**config.mk**
```make
export PLATFORM = sky130hd
export DESIGN_NAME = floppy_drive_rotation_model_unit
export DESIGN_NICKNAME = d
export VERILOG_FILES = /design/src/hdl/fdrm_pkg.sv /design/src/hdl/fdrm_muldiv.sv /design/src/hdl/floppy_drive_rotation_model_unit.sv
export VERILOG_INCLUDE_DIRS = /design/src /design/src/hdl
export SDC_FILE = /design/constraint.sdc
export NUM_CORES = 1
export LEC_CHECK = 0
export BUFFER_PORTS_ARGS = -buffer_cell sky130_fd_sc_hd__buf_2
export CORE_UTILIZATION = 40
export CTS_CLUSTER_SIZE = 14
export DETAILED_ROUTE_END_ITERATION = 10
export PLACE_DENSITY = 0.68
export SYNTH_ARGS = -nofsm -noshare
export SYNTH_HDL_FRONTEND = slang
export SYNTH_SLANG_ARGS = --single-unit
```
**constraint.sdc**
```tcl
create_clock -name clk -period 6.7 [get_ports clk]
set_clock_uncertainty 0.1 [all_clocks]
set_input_delay 0.335 -clock clk [delete_from_list [all_inputs] [get_ports clk]]
set_output_delay 0.335 -clock clk [all_outputs]
set_load 0.005 [all_outputs]
```
**src/hdl/floppy_drive_rotation_model_unit_defines.svh**
```systemverilog
// assertion macros shared by the block
`ifndef FLOPPY_DRIVE_ROTATION_MODEL_UNIT_DEFINES_SVH
`define FLOPPY_DRIVE_ROTATION_MODEL_UNIT_DEFINES_SVH

// same-cycle implication, checked outside reset
`define FDRM_ASSERT_NOW(label, ante, cons, msg) \
  label: assert property (@(posedge clk) disable iff (rst) (ante) |-> (cons)) \
    else $error(msg);

// next-cycle implication, checked outside reset
`define FDRM_ASSERT_NEXT(label, ante, cons, msg) \
  label: assert property (@(posedge clk) disable iff (rst) (ante) |=> (cons)) \
    else $error(msg);

`endif

```
**src/hdl/fdrm_pkg.sv**
```systemverilog
package fdrm_pkg;

  // drive geometry
  localparam int TRACKS           = 80;
  localparam int TRACK_W          = $clog2(TRACKS);
  localparam int MAX_TRACK_LENGTH = 8191;
  localparam int LEN_W            = 13;
  localparam int LEN_RESET        = 3125;

  // timing
  localparam int TICK_W     = 20;
  localparam int TICK_RESET = 400000;

  // serial arithmetic lane: floor(p * m / d)
  localparam int P_W        = LEN_W + 5;
  localparam int Q_W        = TICK_W;
  localparam int PROD_W     = P_W + Q_W;
  localparam int LANE_STEPS = Q_W;
  localparam int CNT_W      = $clog2(LANE_STEPS);

  // action codes
  localparam logic [1:0] ACT_ROTATE = 2'd0;
  localparam logic [1:0] ACT_SEEK   = 2'd1;
  localparam logic [1:0] ACT_SIDE   = 2'd2;
  localparam logic [1:0] ACT_WRITE  = 2'd3;

  // config register indexes
  localparam int CFG_IDX_W = 3;
  localparam logic [CFG_IDX_W-1:0] CFG_HALF_MODE  = 3'd0;
  localparam logic [CFG_IDX_W-1:0] CFG_FORTY_MODE = 3'd1;
  localparam logic [CFG_IDX_W-1:0] CFG_DISC       = 3'd2;
  localparam logic [CFG_IDX_W-1:0] CFG_PROTECT    = 3'd3;
  localparam logic [CFG_IDX_W-1:0] CFG_TICKS      = 3'd4;

  // lane status toward the sequencer
  typedef struct packed {
    logic busy;
    logic done;
  } lane_stat_t;

endpackage

```
**src/hdl/fdrm_muldiv.sv**
```systemverilog
// bit-serial floor(p * m / d): shift-add multiply, then restoring divide
// caller guarantees p * m < d * 2^Q_W
module fdrm_muldiv (
  input  logic                           clk,
  input  logic                           rst,
  input  logic                           start,
  input  logic [fdrm_pkg::P_W-1:0]       p,
  input  logic [fdrm_pkg::Q_W-1:0]       m,
  input  logic [fdrm_pkg::P_W-1:0]       d,
  output fdrm_pkg::lane_stat_t           stat,
  output logic [fdrm_pkg::Q_W-1:0]       q
);

  logic                             run_mul;
  logic                             run_div;
  logic                             done;
  logic [fdrm_pkg::CNT_W-1:0]       cnt;
  logic [fdrm_pkg::PROD_W-1:0]      acc;
  logic [fdrm_pkg::PROD_W-1:0]      acc_next;
  logic [fdrm_pkg::Q_W-1:0]         mreg;
  logic [fdrm_pkg::P_W-1:0]         preg;
  logic [fdrm_pkg::P_W-1:0]         dreg;
  logic [fdrm_pkg::P_W-1:0]         rem;
  logic [fdrm_pkg::P_W:0]           r2;
  logic [fdrm_pkg::P_W:0]           r2_sub;
  logic                             ge;
  logic                             last;

  // one multiplier bit per cycle, msb first
  always_comb begin
    acc_next = {acc[fdrm_pkg::PROD_W-2:0], 1'b0};
    if (mreg[fdrm_pkg::Q_W-1]) begin
      acc_next = acc_next + {{(fdrm_pkg::PROD_W-fdrm_pkg::P_W){1'b0}}, preg};
    end
  end

  // one quotient bit per cycle
  always_comb begin
    r2     = {rem, acc[fdrm_pkg::Q_W-1]};
    r2_sub = r2 - {1'b0, dreg};
    ge     = (r2 >= {1'b0, dreg});
    last   = (cnt == fdrm_pkg::CNT_W'(fdrm_pkg::LANE_STEPS - 1));
  end

  // control
  always_ff @(posedge clk) begin
    if (rst) begin
      run_mul <= 1'b0;
      run_div <= 1'b0;
      done    <= 1'b0;
      cnt     <= '0;
    end else begin
      done <= 1'b0;
      if (start) begin
        run_mul <= 1'b1;
        run_div <= 1'b0;
        cnt     <= '0;
      end else if (run_mul) begin
        if (last) begin
          run_mul <= 1'b0;
          run_div <= 1'b1;
          cnt     <= '0;
        end else begin
          cnt <= cnt + fdrm_pkg::CNT_W'(1);
        end
      end else if (run_div) begin
        if (last) begin
          run_div <= 1'b0;
          done    <= 1'b1;
          cnt     <= '0;
        end else begin
          cnt <= cnt + fdrm_pkg::CNT_W'(1);
        end
      end
    end
  end

  // datapath
  always_ff @(posedge clk) begin
    if (start) begin
      preg <= p;
      mreg <= m;
      dreg <= d;
      acc  <= '0;
    end else if (run_mul) begin
      acc  <= acc_next;
      mreg <= {mreg[fdrm_pkg::Q_W-2:0], 1'b0};
      if (last) begin
        rem <= acc_next[fdrm_pkg::PROD_W-1:fdrm_pkg::Q_W];
      end
    end else if (run_div) begin
      rem <= ge ? r2_sub[fdrm_pkg::P_W-1:0] : r2[fdrm_pkg::P_W-1:0];
      acc[fdrm_pkg::Q_W-1:0] <= {acc[fdrm_pkg::Q_W-2:0], ge};
    end
  end

  assign stat.busy = run_mul | run_div;
  assign stat.done = done;
  assign q         = acc[fdrm_pkg::Q_W-1:0];

endmodule

```
**src/hdl/floppy_drive_rotation_model_unit.sv**
```systemverilog
// Floppy drive head over a spinning track.
// Input stream s_*: one action beat (rotate, seek, side select, pulse write);
// the action code rides in s_tuser. Output stream m_*: one result beat per
// action, with the weak-bits flag in m_tuser.
// Config port: cfg_we/cfg_index/cfg_data, to be written by the user only while
// the block is idle; the block itself does not enforce this.
// Rotate, seek and side select run two bit-serial multiply/divide lanes
// (shift-add multiply, then restoring divide); a write skips the lanes.
// One action is in flight at a time: s_tready is high only while idle, so a
// new action is not taken before the last one has reached the output
// register; the serial lanes work one bit per cycle.
// The result sits in an output register; the next action is accepted while
// it waits, and only the following result waits for the receiver.
// Reset (rst, synchronous) returns head, track and side to zero, track length
// to 3125 and the config registers to their defaults; no result is pending.
`include "floppy_drive_rotation_model_unit_defines.svh"
module floppy_drive_rotation_model_unit (
  input  logic                              clk,
  input  logic                              rst,
  // config write port
  input  logic                              cfg_we,
  input  logic [fdrm_pkg::CFG_IDX_W-1:0]    cfg_index,
  input  logic [fdrm_pkg::TICK_W-1:0]       cfg_data,
  // action input
  input  logic                              s_tvalid,
  output logic                              s_tready,
  // seek_delta, side_choice, disc_word, write_word, track_size, tick_count
  input  logic [119:0]                      s_tdata,
  // action
  input  logic [1:0]                        s_tuser,
  // result output
  output logic                              m_tvalid,
  input  logic                              m_tready,
  // data_word, pulse_count, delay_ticks, head_pos, half_pos, track_now,
  // side_now, index_pulse, flush, write_enable
  output logic [87:0]                       m_tdata,
  // weak_res
  output logic [0:0]                        m_tuser
);

  localparam logic [1:0] S_IDLE  = 2'd0;
  localparam logic [1:0] S_SETUP = 2'd1;
  localparam logic [1:0] S_RUN   = 2'd2;
  localparam logic [1:0] S_FIN   = 2'd3;

  localparam int LEN_W  = fdrm_pkg::LEN_W;
  localparam int TRK_W  = fdrm_pkg::TRACK_W;

  logic [1:0] state;

  // config
  logic                        half_word_mode;
  logic                        forty_track_mode;
  logic                        disc_present;
  logic                        write_protected;
  logic [fdrm_pkg::TICK_W-1:0] ticks_per_rev;

  // drive state
  logic [TRK_W-1:0] track_reg;
  logic             side_reg;
  logic [LEN_W-1:0] head_reg;
  logic             half_reg;
  logic [LEN_W-1:0] length_reg;

  // latched action
  logic [1:0]       act;
  logic [7:0]       delta_in;
  logic             side_in;
  logic [31:0]      disc_in;
  logic [31:0]      wword_in;
  logic [LEN_W-1:0] len_in;
  logic [31:0]      ticks_in;

  // partial result
  logic [31:0]      res_data;
  logic [5:0]       res_count;
  logic             res_weak;
  logic             res_wen;
  logic             sat;

  // output register
  logic [31:0]                 o_data;
  logic [5:0]                  o_count;
  logic                        o_weak;
  logic [fdrm_pkg::TICK_W-1:0] o_delay;
  logic [LEN_W-1:0]            o_head;
  logic                        o_half;
  logic [TRK_W-1:0]            o_track;
  logic                        o_side;
  logic                        o_index;
  logic                        o_flush;
  logic                        o_wen;

  // lanes
  logic                         lane_start;
  logic [fdrm_pkg::P_W-1:0]     pa;
  logic [fdrm_pkg::P_W-1:0]     pb;
  logic [fdrm_pkg::Q_W-1:0]     lane_m;
  logic [fdrm_pkg::P_W-1:0]     lane_d;
  fdrm_pkg::lane_stat_t         stat_a;
  fdrm_pkg::lane_stat_t         stat_b;
  logic [fdrm_pkg::Q_W-1:0]     qa;
  logic [fdrm_pkg::Q_W-1:0]     qb;

  // setup-stage values
  logic [LEN_W-1:0] len_clamp;
  logic [LEN_W-1:0] head0;
  logic             half0;
  logic             cnt16;
  logic [LEN_W-1:0] head1;
  logic             half1;
  logic [31:0]      pulses_raw;
  logic [31:0]      pulses;
  logic [7:0]       weak_byte;
  logic [fdrm_pkg::P_W-1:0] p_cur;
  logic [fdrm_pkg::P_W-1:0] d_old;
  logic [9:0]       delta_ext;
  logic [9:0]       new_trk;
  logic [TRK_W-1:0] trk_clamp;
  logic [31:0]      write_data;

  // finish-stage values
  logic             fin_go;
  logic             wrap;
  logic [LEN_W-1:0] head_fin;
  logic             half_fin;
  logic             flush_fin;
  logic [fdrm_pkg::TICK_W-1:0] delay_fin;
  logic [LEN_W+5:0] head_x50;
  logic             index_fin;

  assign s_tready = (state == S_IDLE);

  // track length of the incoming beat, zero treated as one
  always_comb begin
    len_clamp = s_tdata[85:73];
    if (len_clamp == '0) begin
      len_clamp = LEN_W'(1);
    end else if (len_clamp > LEN_W'(fdrm_pkg::MAX_TRACK_LENGTH)) begin
      len_clamp = LEN_W'(fdrm_pkg::MAX_TRACK_LENGTH);
    end
  end

  // rotate: head restart, half selection, weak bits, next position
  always_comb begin
    if (head_reg >= len_in) begin
      head0 = '0;
      half0 = 1'b0;
    end else begin
      head0 = head_reg;
      half0 = half_reg;
    end
    cnt16      = half0 | half_word_mode;
    pulses_raw = disc_present ? disc_in : 32'd0;
    if (cnt16) begin
      pulses = half0 ? {16'd0, pulses_raw[15:0]} : {16'd0, pulses_raw[31:16]};
    end else begin
      pulses = pulses_raw;
    end
    weak_byte = ticks_in[7:0] ^ ticks_in[15:8] ^ ticks_in[23:16] ^ ticks_in[31:24];
    if (cnt16 && !half0) begin
      head1 = head0;
      half1 = 1'b1;
    end else begin
      head1 = head0 + LEN_W'(1);
      half1 = 1'b0;
    end
    pa    = {head0, half0, 4'd0};
    pb    = {head1, half1, 4'd0};
    p_cur = {head_reg, half_reg, 4'd0};
    d_old = {length_reg, 5'd0};
  end

  // seek: signed delta, doubled in forty-track mode, clamped at the stops
  always_comb begin
    delta_ext = {{2{delta_in[7]}}, delta_in};
    if (forty_track_mode) begin
      delta_ext = {delta_ext[8:0], 1'b0};
    end
    new_trk = {{(10-TRK_W){1'b0}}, track_reg} + delta_ext;
    if (new_trk[9]) begin
      trk_clamp = '0;
    end else if (new_trk > 10'(fdrm_pkg::TRACKS - 1)) begin
      trk_clamp = TRK_W'(fdrm_pkg::TRACKS - 1);
    end else begin
      trk_clamp = new_trk[TRK_W-1:0];
    end
  end

  // write: merge the half under the head in half mode
  always_comb begin
    if (half_word_mode) begin
      if (!half_reg) begin
        write_data = {wword_in[15:0], disc_in[15:0]};
      end else begin
        write_data = {disc_in[31:16], wword_in[15:0]};
      end
    end else begin
      write_data = wword_in;
    end
  end

  // lane operands
  always_comb begin
    lane_start = (state == S_SETUP) && (act != fdrm_pkg::ACT_WRITE);
    if (act == fdrm_pkg::ACT_ROTATE) begin
      lane_m = ticks_per_rev;
      lane_d = {len_in, 5'd0};
    end else begin
      lane_m = {{(fdrm_pkg::Q_W-LEN_W){1'b0}}, len_in};
      lane_d = d_old;
    end
  end

  fdrm_muldiv lane_a (
    .clk   (clk),
    .rst   (rst),
    .start (lane_start),
    .p     ((act == fdrm_pkg::ACT_ROTATE) ? pa : p_cur),
    .m     (lane_m),
    .d     (lane_d),
    .stat  (stat_a),
    .q     (qa)
  );

  fdrm_muldiv lane_b (
    .clk   (clk),
    .rst   (rst),
    .start (lane_start),
    .p     (pb),
    .m     (lane_m),
    .d     (lane_d),
    .stat  (stat_b),
    .q     (qb)
  );

  // final head position, flush, delay and index
  always_comb begin
    fin_go    = (state == S_FIN) && (!m_tvalid || m_tready);
    wrap      = (head_reg >= len_in);
    head_fin  = head_reg;
    half_fin  = half_reg;
    flush_fin = 1'b0;
    delay_fin = '0;
    case (act)
      fdrm_pkg::ACT_ROTATE: begin
        if (wrap) begin
          head_fin  = '0;
          flush_fin = disc_present;
        end
        delay_fin = qb - qa;
      end
      fdrm_pkg::ACT_SEEK, fdrm_pkg::ACT_SIDE: begin
        head_fin  = sat ? (len_in - LEN_W'(1)) : qa[LEN_W-1:0];
        half_fin  = 1'b0;
        flush_fin = disc_present;
      end
      default: begin
        head_fin = head_reg;
      end
    endcase
    head_x50  = {1'b0, head_fin, 5'd0} + {2'd0, head_fin, 4'd0} + {5'd0, head_fin, 1'b0};
    index_fin = !disc_present || (head_x50 < {6'd0, len_in});
  end

  // config registers
  always_ff @(posedge clk) begin
    if (rst) begin
      half_word_mode   <= 1'b0;
      forty_track_mode <= 1'b0;
      disc_present     <= 1'b0;
      write_protected  <= 1'b0;
      ticks_per_rev    <= fdrm_pkg::TICK_W'(fdrm_pkg::TICK_RESET);
    end else if (cfg_we) begin
      case (cfg_index)
        fdrm_pkg::CFG_HALF_MODE:  half_word_mode   <= cfg_data[0];
        fdrm_pkg::CFG_FORTY_MODE: forty_track_mode <= cfg_data[0];
        fdrm_pkg::CFG_DISC:       disc_present     <= cfg_data[0];
        fdrm_pkg::CFG_PROTECT:    write_protected  <= cfg_data[0];
        fdrm_pkg::CFG_TICKS:      ticks_per_rev    <= cfg_data;
        default: ;
      endcase
    end
  end

  // sequencer and drive state
  always_ff @(posedge clk) begin
    if (rst) begin
      state      <= S_IDLE;
      track_reg  <= '0;
      side_reg   <= 1'b0;
      head_reg   <= '0;
      half_reg   <= 1'b0;
      length_reg <= LEN_W'(fdrm_pkg::LEN_RESET);
      m_tvalid   <= 1'b0;
    end else begin
      // a new result beat wins over the one just taken
      if (fin_go) begin
        m_tvalid <= 1'b1;
      end else if (m_tready) begin
        m_tvalid <= 1'b0;
      end
      case (state)
        S_IDLE: begin
          if (s_tvalid) begin
            state <= S_SETUP;
          end
        end
        S_SETUP: begin
          length_reg <= len_in;
          case (act)
            fdrm_pkg::ACT_ROTATE: begin
              head_reg <= head1;
              half_reg <= half1;
            end
            fdrm_pkg::ACT_SEEK: track_reg <= trk_clamp;
            fdrm_pkg::ACT_SIDE: side_reg  <= side_in;
            default: ;
          endcase
          state <= (act == fdrm_pkg::ACT_WRITE) ? S_FIN : S_RUN;
        end
        S_RUN: begin
          if (stat_a.done) begin
            state <= S_FIN;
          end
        end
        S_FIN: begin
          if (fin_go) begin
            head_reg <= head_fin;
            half_reg <= half_fin;
            state    <= S_IDLE;
          end
        end
        default: state <= S_IDLE;
      endcase
    end
  end

  // input beat capture
  always_ff @(posedge clk) begin
    if (s_tvalid && s_tready) begin
      act      <= s_tuser;
      delta_in <= s_tdata[7:0];
      side_in  <= s_tdata[8];
      disc_in  <= s_tdata[40:9];
      wword_in <= s_tdata[72:41];
      len_in   <= len_clamp;
      ticks_in <= s_tdata[117:86];
    end
  end

  // setup-stage result parts
  always_ff @(posedge clk) begin
    if (state == S_SETUP) begin
      res_data  <= '0;
      res_count <= '0;
      res_weak  <= 1'b0;
      res_wen   <= 1'b0;
      sat       <= (p_cur >= d_old);
      case (act)
        fdrm_pkg::ACT_ROTATE: begin
          res_count <= cnt16 ? 6'd16 : 6'd32;
          if (pulses == '0) begin
            res_data <= {24'd0, weak_byte};
            res_weak <= 1'b1;
          end else begin
            res_data <= pulses;
          end
        end
        fdrm_pkg::ACT_WRITE: begin
          if (disc_present && !write_protected) begin
            res_data <= write_data;
            res_wen  <= 1'b1;
          end
        end
        default: ;
      endcase
    end
  end

  // output register
  always_ff @(posedge clk) begin
    if (fin_go) begin
      o_data  <= res_data;
      o_count <= res_count;
      o_weak  <= res_weak;
      o_delay <= delay_fin;
      o_head  <= head_fin;
      o_half  <= half_fin;
      o_track <= track_reg;
      o_side  <= side_reg;
      o_index <= index_fin;
      o_flush <= flush_fin;
      o_wen   <= res_wen;
    end
  end

  assign m_tdata = {5'd0, o_wen, o_flush, o_index, o_side, o_track, o_half, o_head,
                    o_delay, o_count, o_data};
  assign m_tuser = o_weak;

  // checks
  `FDRM_ASSERT_NOW(a_lanes_in_step, stat_a.done || stat_b.done, stat_a.done && stat_b.done, "lanes out of step")
  `FDRM_ASSERT_NEXT(a_accept_setup, s_tvalid && s_tready, state == S_SETUP && !m_tvalid || state == S_SETUP, "beat accepted without setup")
  `FDRM_ASSERT_NOW(a_track_range, state == S_IDLE, track_reg <= TRK_W'(fdrm_pkg::TRACKS - 1), "track beyond end stop")
  `FDRM_ASSERT_NEXT(a_fin_result, fin_go, m_tvalid && state == S_IDLE, "finished action left no result")

endmodule
```
### After elaboration in Yosys (flattened, before gate mapping)

Cells that the tools add are included.
W data, S select, Z words.

| storage, ports and cells | value |
|---|---|
| input port bits | 150 |
| word-level logic and storage cells | 212 |
| register bits | 522 |
| output and inout bits | 91 |

| cells by class | value |
|---|---|
| bitwise gates (word level) | 6 |
| reduce and logical (&&, ||, !) cells | 37 |
| order comparisons | 7 |
| muxes and demuxes | 77 |
| add/sub/neg operators | 12 |
| equality and inequality tests | 19 |

Operator list:

| cell | number |
|---|---|
| $mux W32 | 6 |
| $mux W18 | 10 |
| $mux W20 | 9 |
| $mux W13 | 6 |
| $add A38 B18 Y38 | 2 |
| $mux W38 | 2 |
| $pmux W32 S2 | 1 |
| $pmux W13 S2 | 2 |
| $ge A19 B18 Y1 | 2 |
| $sub A18 B18 Y18 | 2 |
| $logic_not A32 Y1 | 1 |
| $mux W5 | 6 |
| $mux W1 | 24 |
| $xor A8 B8 Y8 | 3 |
| $sub A20 B20 Y20 | 1 |
| $add A18 B17 Y19 | 1 |
| $add A19 B14 Y19 | 1 |
| $lt A19 B13 Y1 | 1 |
| $ge A18 B18 Y1 | 1 |
| $mux W16 | 1 |
| $mux W7 | 2 |
| $reduce_and A2 Y1 | 7 |
| $add A13 B1 Y13 const B | 1 |
| $ge A13 B13 Y1 | 1 |
| other kinds (30) | 65 |

### Depth between registers and ports, before layout

Gate-level depths: netlist of the first run.

| depth | value |
|---|---|
| depth in word-level cells | 7 |
| gate-level depth with buffers | 26 |
| depth with buffers taken out | 23 |

### By module

Synthesis of the first run repeated with hierarchy kept, for this count alone.

| second synthesis, totals | value |
|---|---|
| cells, all modules | 2,810 |
| area total of the unflattened synthesis | 29,504.5 sq um |

By module, submodules not included:

| module | area each (sq um) | times used | cells an instance | seq. area each (sq um) |
|---|---|---|---|---|
| floppy_drive_rotation_model_unit | 15,551.2 | 1 | 1,405 | 8,358.0 |
| fdrm_muldiv at lane_b | 6,979.2 | 1 | 711 | 3,123.0 |
| fdrm_muldiv at lane_a | 6,974.2 | 1 | 694 | 3,123.0 |

### Least setup slack after synthesis of the first run

OpenSTA, ideal clock, no wires.

| path | value |
|---|---|
| kind | register to register |
| from | register len_in[7] |
| to | register o_index, data pin |
| stages on the path, launching flop included | 27 |
| arrival | 5,240 ps |
| library setup time | 265 ps |
| setup slack | 1,095 ps |
| clock period less this slack | 5,605 ps |
| data required time | 6,335 ps |
| path buffers | 3 |
| cell sequence | edfxtp_1 > clkbuf_1 > inv_1 > ha_1 > nand4_1 > nor2_1 > a2111oi_4 > or2_1 > buf_4 > a21o_2 > buf_6 > a21oi_1 > inv_2 > xnor2_1 > ha_1 > ha_1 > fa_1 > a21oi_1 > nor2b_1 > nor2_1 > xnor2_1 > ha_1 > nand4_1 > or2_2 > or4_1 > a31oi_1 > o31ai_1 |

| on the way | value |
|---|---|
| cells in the longest elaborated chain, start to end | 7 |
| elaborated cells between the ends (all ways) | 9 |
| those cells by class | 3 x add/sub; 2 x order compare; 3 x mux; 1 x reduce/logical |

Ends and longest elaborated chain:

| item | RTL line | RTL |
|---|---|---|
| start, declared | floppy_drive_rotation_model_unit.sv:71 | `logic [LEN_W-1:0] len_in;` |
| start signal, assigned | floppy_drive_rotation_model_unit.sv:347 | `len_in <= len_clamp;` |
| $ge A13 B13 Y1 (*) | floppy_drive_rotation_model_unit.sv:240 | `wrap = (head_reg >= len_in);` |
| $mux W13 (*) | floppy_drive_rotation_model_unit.sv:247 | `if (wrap) begin` |
| $pmux W13 S2 (*) | floppy_drive_rotation_model_unit.sv:245 | `case (act)` |
| via head_fin[1] | floppy_drive_rotation_model_unit.sv:125 | `logic [LEN_W-1:0] head_fin;` |
| $add A18 B17 Y19 | floppy_drive_rotation_model_unit.sv:262 | `head_x50 = {1'b0, head_fin, 5'd0} + {2'd0, head_fin, 4'd0} + {5'd0, head_fin, 1'b0};` |
| $add A19 B14 Y19 (*) | floppy_drive_rotation_model_unit.sv:262 |  |
| $lt A19 B13 Y1 (*) | floppy_drive_rotation_model_unit.sv:263 | `index_fin = !disc_present \|\| (head_x50 < {6'd0, len_in});` |
| $logic_or A1 B1 Y1 (*) | floppy_drive_rotation_model_unit.sv:263 |  |
| via index_fin | floppy_drive_rotation_model_unit.sv:130 | `logic index_fin;` |
| end signal, assigned | floppy_drive_rotation_model_unit.sv:392 | `o_index <= index_fin;` |
| end, declared | floppy_drive_rotation_model_unit.sv:90 | `logic o_index;` |

The timed path passes the listed nets; every way through them passes the cells marked *.
A chain may end at the register's enable or synchronous reset.

### Worst setup path after layout of the first run

| path | value |
|---|---|
| from | register len_in[8] |
| to | register o_index, data pin |

| on the way | value |
|---|---|
| cells in the longest elaborated chain, start to end | 7 |
| elaborated cells between the ends (all ways) | 9 |
| those cells by class | 3 x add/sub; 2 x order compare; 3 x mux; 1 x reduce/logical |

Ends and longest elaborated chain:

| item | RTL line |
|---|---|
| $sub A13 B1 Y13 or $ge A13 B13 Y1 (tied branches) | floppy_drive_rotation_model_unit.sv:254, floppy_drive_rotation_model_unit.sv:240 |
| $mux W13, on equally long branches | floppy_drive_rotation_model_unit.sv:254, floppy_drive_rotation_model_unit.sv:247 |
| $pmux W13 S2 | floppy_drive_rotation_model_unit.sv:245 |
| $add A18 B17 Y19 | floppy_drive_rotation_model_unit.sv:262 |
| $add A19 B14 Y19 | floppy_drive_rotation_model_unit.sv:262 |
| $lt A19 B13 Y1 (*) | floppy_drive_rotation_model_unit.sv:263 |
| $logic_or A1 B1 Y1 (*) | floppy_drive_rotation_model_unit.sv:263 |
| via index_fin | floppy_drive_rotation_model_unit.sv:130 |

Marks and branches as above.

==> results.cfg, run 1 <==
[routing]
drt-vias-per-instance = 5.48
routed-via-count = 20700
route.antenna.remaining_nets = 0
routed_wire_length_per_instance_um = 19.2
drt_iter0_drc = 1579
drt_first_pass_iters = 6
drt_drc_violations_left = 0
totalWireLength_um = 72300

[setup_path]
cp_startpoint = len_in[8]$_SDFFCE_PP0P_
regToRegStartpoint = len_in[8]$_SDFFCE_PP0P_
crit_path_max_fanout = 14
kind_of_cell_with_the_highest_combined_delay_on_the_critical_path = compound AO/OA/AOI/OAI gates
setup.worst_path.class = flip-flop to flip-flop
critPathMostFrequentCell = sky130_fd_sc_hd__ha_1
crit_path_end = o_index$_DFFE_PP_
worst-endpoint-required_ns = 6.94
cp_slowest_stage_delay_ns = 0.58
library_cell_contributing_the_largest_single_delay_on_the_critical_path = sky130_fd_sc_hd__a21oi_1
worst-path-buf-inv = 1
critPathLaunchType = flip-flop
r2r_slack_ns = 0.48
depth_of_the_critical_timing_path_with_buffers_and_inverters_included = 22
r2r_end = o_index$_DFFE_PP_
worstRegToRegCells = 22
cp_cell_sequence = inv_1 -> ha_1 -> nand4_1 -> nor2_1 -> a2111oi_4 -> or2_1 -> a21o_2 -> a21oi_1 -> xnor2_1 -> ha_1 -> o21bai_1 -> ha_1 -> nand3_1 -> o211ai_1 -> nor2_1 -> xnor2_1 -> ha_1 -> nand4_1 -> or2_2 -> or4_1 -> a31oi_1 -> o31ai_1
cp_data_arrival_time_ns = 6.46
crit_path_end_kind = flip-flop

[power]
power_per_cell_area_nw_per_um2 = 417
p_leak_nw = 12.4
power.ir.vdd_worst_mv = 0.362

[placed_design]
io_buffer_count = 229
finalWeightedCongestion = 0.906
placedInstanceArea_um2 = 28600
placed_cells = 3529
dp_hpwl_um = 51100

[die]
placeableCoreArea_um2 = 65700
ios = 241
floorplan.initialDensity = 0.405
full_die_area_um2 = 67600
rows = 94
die_height_um = 260
die_x_um = 260

[sta]
achievable-frequency_mhz = 161
finalWorstPathRequiredPeriod_ns = 6.22
slew_headroom = 0.199
timing.final.max_slew_violations = 0
worst_pin_slew_ns = 1.20
report.final.hold_viol_count = 0
report.final.setup_viol = 0
fin_setup_tns_ns = 0
grt_setup_unrepaired = false
portion_of_the_clock_cycle_consumed_by_the_worst_path_in_the_final_layout = 0.929

[final_layout]
nNetsFinal = 3173
cell_area_after_layout_um2 = 31700
final_core_utilization = 0.483
final_cell_mix = 354 x sky130_fd_sc_hd__edfxtp_1, 246 x sky130_fd_sc_hd__a21oi_1, 229 x sky130_fd_sc_hd__buf_2
most_common_library_cell_in_the_layout_ignoring_fill_and_taps = sky130_fd_sc_hd__edfxtp_1
layout.filler_cells = 5788
final_layout_size_suffix_gt1_frac = 0.141
antenna_cells = 0
layoutNonFillerInstCount = 3769
layout_top_registers = lane_a.acc: 37 flops, lane_b.acc: 37 flops
register_area_um2 = 13700
area_growth_pct = 19.2
multi_input_comb_area_um2 = 12000

[synthesis]
postSynthRegisterBits = 505
syn_area_per_cell_um2 = 10.5
netlist_area_um2 = 26600
share_of_synthesized_flip_flops_with_an_asynchronous_set_or_reset = 0
main_flop_type_after_synthesis = sky130_fd_sc_hd__edfxtp_1
synthesis.instances = 2528
synth_enable_flop_cells = 354
synth_cell_types = 93
synth_sequential_area_ratio = 0.513
yosys_warns = 0

[global_route]
grt_use_total = 0.212
antenna_found_initial = 1
grt_overflow = 0
global_route_wire_length_before_repair_um = 114000
first_global_vias = 20700
maximum_number_of_pins_on_one_net_before_global_route_repair = 93

[outcome]
run_status = finished, final reports clean

[clocking]
skew_pair_late_insertion_delay_ns = 0.61
postCtsSetupBuffers = 0
cts_tree = yes
numClockSinks = 505
cts_resized = 0
cts.clk_slew.worst_paths_ns = 0.06
cts_root_buf = sky130_fd_sc_hd__clkbuf_16
htreeDepth = 2
clk_path_buf_depth = 3
cts_hold_buf = 141
cts_buffers = 53

[flow_run]
maxCapViolations = 0

[hold_path]
hp-class = input pin to flip-flop
-- synth_stat cells, types with 18 or more instances --
master                        n  share of area
sky130_fd_sc_hd__a211oi_1    26         0.0073
sky130_fd_sc_hd__xor2_1      41          0.013
sky130_fd_sc_hd__edfxtp_1   354           0.40
sky130_fd_sc_hd__o2bb2ai_1   18         0.0059
sky130_fd_sc_hd__ha_1       153          0.072
sky130_fd_sc_hd__o21ai_0    101          0.019
sky130_fd_sc_hd__inv_1      114          0.016
sky130_fd_sc_hd__clkbuf_1    95          0.013
sky130_fd_sc_hd__nand2_1    215          0.030
sky130_fd_sc_hd__o211ai_1    23         0.0065
sky130_fd_sc_hd__nor2b_1     32         0.0075
sky130_fd_sc_hd__nand2b_1    24         0.0056
sky130_fd_sc_hd__and2_1      29         0.0068
sky130_fd_sc_hd__nor2_1     181          0.026
sky130_fd_sc_hd__a21oi_1    246          0.046
sky130_fd_sc_hd__xnor2_1     97          0.032
sky130_fd_sc_hd__nand3_1     51         0.0096
sky130_fd_sc_hd__nand4_1     28         0.0066
sky130_fd_sc_hd__a21o_1      33         0.0093
sky130_fd_sc_hd__nor3_1      40         0.0075
sky130_fd_sc_hd__mux2i_1     71          0.027
sky130_fd_sc_hd__and3_1      18         0.0042
sky130_fd_sc_hd__o21a_1      42          0.012
sky130_fd_sc_hd__a22o_1      20         0.0066
sky130_fd_sc_hd__dfxtp_1    151           0.11
sky130_fd_sc_hd__nor4_1      25         0.0059
-- layer usage --
layer | global-route usage | wire, um
met5 | 0 | 13
met4 | 0.0655 | 1890
met3 | 0.0329 | 3730
met2 | 0.365 | 35400
met1 | 0.272 | 31300
-- worst min path at each step --
stage,start,to,slack [ns],cells after the start
6_report,cfg_index[1],forty_track_mode$_SDFFE_PP0P_,0.05,4
3_5_place_dp,res_data[0]$_DFFE_PP_,o_data[0]$_DFFE_PP_,0.30,0
5_1_grt,cfg_index[1],forty_track_mode$_SDFFE_PP0P_,0.05,4
2_1_floorplan,res_weak$_SDFFCE_PN0P_,m_tuser$_DFFE_PP_,0.30,0
3_3_place_gp,res_data[9]$_DFFE_PP_,o_data[9]$_DFFE_PP_,0.30,0
4_1_cts,cfg_index[1],forty_track_mode$_SDFFE_PP0P_,0.005,4
-- cells by family after synthesis --
group / Yosys count / synth area share
compound gates: 679 / 0.165
xor+xnor: 138 / 0.0454
fa+ha+maj: 162 / 0.0787
buf+inv: 260 / 0.0398
flops: 505 / 0.513
mux: 83 / 0.0318
other cells: 1 / 0.000141
simple gates: 700 / 0.126
-- where the power goes --
part	total, mW	internal, mW	switching (mW)
clock network	2.96	1.69	1.27
logic	5.29	2.12	3.18
registers	4.99	4.43	0.554
-- tightest hold or removal path, delay by kind of cell --
kind | cells | cell delay (ns)
AND/OR/NAND/NOR | 2 | 0.16
buffers and inverters | 1 | 0.12
multiplexers | 1 | 0.11
-- final cells by class --
cell class | instances | share of cell area
clock buffers | 69 | 0.0469
clock inverters | 30 | 0.00832
inverters | 125 | 0.0148
multi-input cells | 1771 | 0.377
flip-flops and latches | 505 | 0.430
well taps | 864 | 0.0341
repair buffers | 405 | 0.0889
-- stage by stage --
| stage | power, mW | setup WS [ns] | hold slack [ns] |
|---|---|---|---|
| after floorplan | 8.78 | 1.10 | 0.300 |
| after global placement | 10.0 | 0.728 | 0.301 |
| after detailed placement | 10.2 | 0.572 | 0.305 |
| after CTS | 13.3 | 0.552 | 0.00542 |
| after global routing | 14.1 | 0.0884 | 0.0486 |
| final | 13.2 | 0.479 | 0.0519 |
Note: power is estimated with default switching activity, not from simulation.
==> run 2, diff against run 1 <==
--- a/config.mk
+++ b/config.mk
@@ -7,10 +7,12 @@
 export NUM_CORES = 1
 export LEC_CHECK = 0
 export BUFFER_PORTS_ARGS = -buffer_cell sky130_fd_sc_hd__buf_2
+export CORE_ASPECT_RATIO = 2
 export CORE_UTILIZATION = 40
 export CTS_CLUSTER_SIZE = 14
 export DETAILED_ROUTE_END_ITERATION = 10
 export PLACE_DENSITY = 0.68
+export SLEW_MARGIN = 20
 export SYNTH_ARGS = -nofsm -noshare
 export SYNTH_HDL_FRONTEND = slang
 export SYNTH_SLANG_ARGS = --single-unit
==> results.cfg, run 2 (synthesis gave the netlist of run 1 again) <==
[sta]
grt_setup_unrepaired = false
fin_setup_tns_ns = 0
worst_pin_slew_ns = 1.08
portion_of_the_clock_cycle_consumed_by_the_worst_path_in_the_final_layout = 0.932
timing.final.max_slew_violations = 0
finalWorstPathRequiredPeriod_ns = 6.25
achievable-frequency_mhz = 160
slew_headroom = 0.280
report.final.setup_viol = 0
hold_ws_ns = 0.0590
report.final.hold_viol_count = 0

[die]
rows = 133
full_die_area_um2 = 67600
die_x_um = 184
die_height_um = 367
placeableCoreArea_um2 = 65700
floorplan.initialDensity = 0.405
ios = 241

[setup_path]
worst-endpoint-required_ns = 6.92
setup.worst_path.class = flip-flop to flip-flop
critPathLaunchType = flip-flop
cp_cell_sequence = inv_1 -> ha_1 -> nand4_1 -> nor2_1 -> a2111oi_4 -> or2_1 -> a21o_2 -> a21oi_1 -> inv_2 -> xnor2_1 -> ha_1 -> ha_1 -> fa_1 -> a21oi_1 -> nor2b_1 -> nor2_1 -> xnor2_1 -> ha_1 -> nand4_1 -> or2_2 -> or4_1 -> a31oi_1 -> buf_4 -> o31ai_1
cp_slowest_stage_delay_ns = 0.52
cp_data_arrival_time_ns = 6.46
critPathMostFrequentCell = sky130_fd_sc_hd__ha_1
library_cell_contributing_the_largest_single_delay_on_the_critical_path = sky130_fd_sc_hd__edfxtp_1
r2r_slack_ns = 0.45
crit_path_end_kind = flip-flop
crit_path_max_fanout = 10

[final_layout]
layoutNonFillerInstCount = 3784
area_growth_pct = 18.7
multi_input_comb_area_um2 = 12000
layout_top_registers = lane_a.acc: 37 flops, lane_b.acc: 37 flops
layout.filler_cells = 5883
final_core_utilization = 0.481
register_area_um2 = 13700
final_layout_size_suffix_gt1_frac = 0.141
antenna_cells = 0
final_cell_mix = 354 x sky130_fd_sc_hd__edfxtp_1, 246 x sky130_fd_sc_hd__a21oi_1, 229 x sky130_fd_sc_hd__buf_2
cell_area_after_layout_um2 = 31600
most_common_library_cell_in_the_layout_ignoring_fill_and_taps = sky130_fd_sc_hd__edfxtp_1
nNetsFinal = 3182

[clocking]
cts_root_buf = sky130_fd_sc_hd__clkbuf_16
cts_buffers = 46
htreeDepth = 2
cts_resized = 0
skew_pair_late_insertion_delay_ns = 0.59
clk_path_buf_depth = 3
cts.clk_slew.worst_paths_ns = 0.08
numClockSinks = 505
cts_hold_buf = 140
cts_tree = yes
postCtsSetupBuffers = 0

[routing]
drt_drc_violations_left = 0
route.antenna.remaining_nets = 0
routed-via-count = 21100
drt_iter0_drc = 1110
routed_wire_length_per_instance_um = 21.4
drt_first_pass_iters = 7
totalWireLength_um = 81100
drt-vias-per-instance = 5.59

[power]
p_int_mw = 8.10
share_clk_of_total_power = 0.203
share_comb_of_total_power = 0.418
power.share.switching = 0.386
p_leak_nw = 12.3
power.ir.vdd_worst_mv = 0.249
power.share.sequential = 0.379
total_switching_power_mw = 5.09
power_per_cell_area_nw_per_um2 = 417

[global_route]
antenna_found_initial = 3
grt_use_total = 0.240
grt_overflow = 0
global_route_wire_length_before_repair_um = 124000
first_global_vias = 22100
maximum_number_of_pins_on_one_net_before_global_route_repair = 66

[placed_design]
placed_cells = 3558
finalWeightedCongestion = 0.963
dp_hpwl_um = 60100
io_buffer_count = 229
placedInstanceArea_um2 = 28700

[outcome]
run_status = finished, final reports clean

[hold_path]
hp-class = input pin to flip-flop

[flow_run]
maxCapViolations = 0
-- run 2: changes by cell type in the layout (fill, tap and decap cells not counted), sizes merged --
cell	change
clkbuf	+4
clkinvlp	-3
dlygate4sd3	-1
buf	+17
clkinv	-14
inv	-1
-- run 2: worst paths after layout --
path,startpoint,to,depth (start not counted)
hold / removal,cfg_index[0],disc_present$_SDFFE_PP0P_,4
setup reg to reg,len_in[8]$_SDFFCE_PP0P_,o_index$_DFFE_PP_,24
hold reg to reg,res_data[9]$_DFFE_PP_,o_data[9]$_DFFE_PP_,0
setup / recovery,len_in[8]$_SDFFCE_PP0P_,o_index$_DFFE_PP_,24
-- run 2: power by group through the flow --
stage	Combinational [mW]	Sequential (mW)	Clock (mW)
floorplan	3.92	4.85	0
global placement	5.27	5.01	0
detailed placement	5.40	5.05	0
CTS	5.50	4.99	2.72
global route	6.09	5.07	2.83
finish	5.51	5.00	2.68
-- run 2: cell type report --
class	instances	share of cell area
tap	877	0.0347
clock buffer	73	0.0425
sequential	505	0.432
multi-input combinational	1771	0.379
timing repair buffer	421	0.0931
clock inverter	12	0.00428
inverter	125	0.0149
-- run 2: layer usage --
layer / wire length [um] / GRT usage / up-vias / share of wire
met3: 3420 / 0.0313 / 239 / 0.042
met2: 45100 / 0.471 / 702 / 0.56
met1: 26400 / 0.220 / 10300 / 0.33
li1: - / - / 9933 / -
met4: 6240 / 0.170 / 0 / 0.077
met5: 0 / 0 / - / 0
-- run 2: critical path, delay by kind of cell, from the launching register on --
family,cells,cell delay (ns)
adders and majority gates,5,1.64
and+or+nand+nor,8,1.68
buffers and inverters,3,0.50
AOI/OAI and AO/OA,6,1.27
xor gates and xnor gates,2,0.26
DFF,1,0.52
-- run 2: metrics by stage --
stage          power [mW]  setup WS, ns
6_report             13.2         0.454
3_5_place_dp         10.5         0.460
5_1_grt              14.0        0.0714
2_1_floorplan        8.78          1.10
3_3_place_gp         10.3         0.430
4_1_cts              13.2         0.468
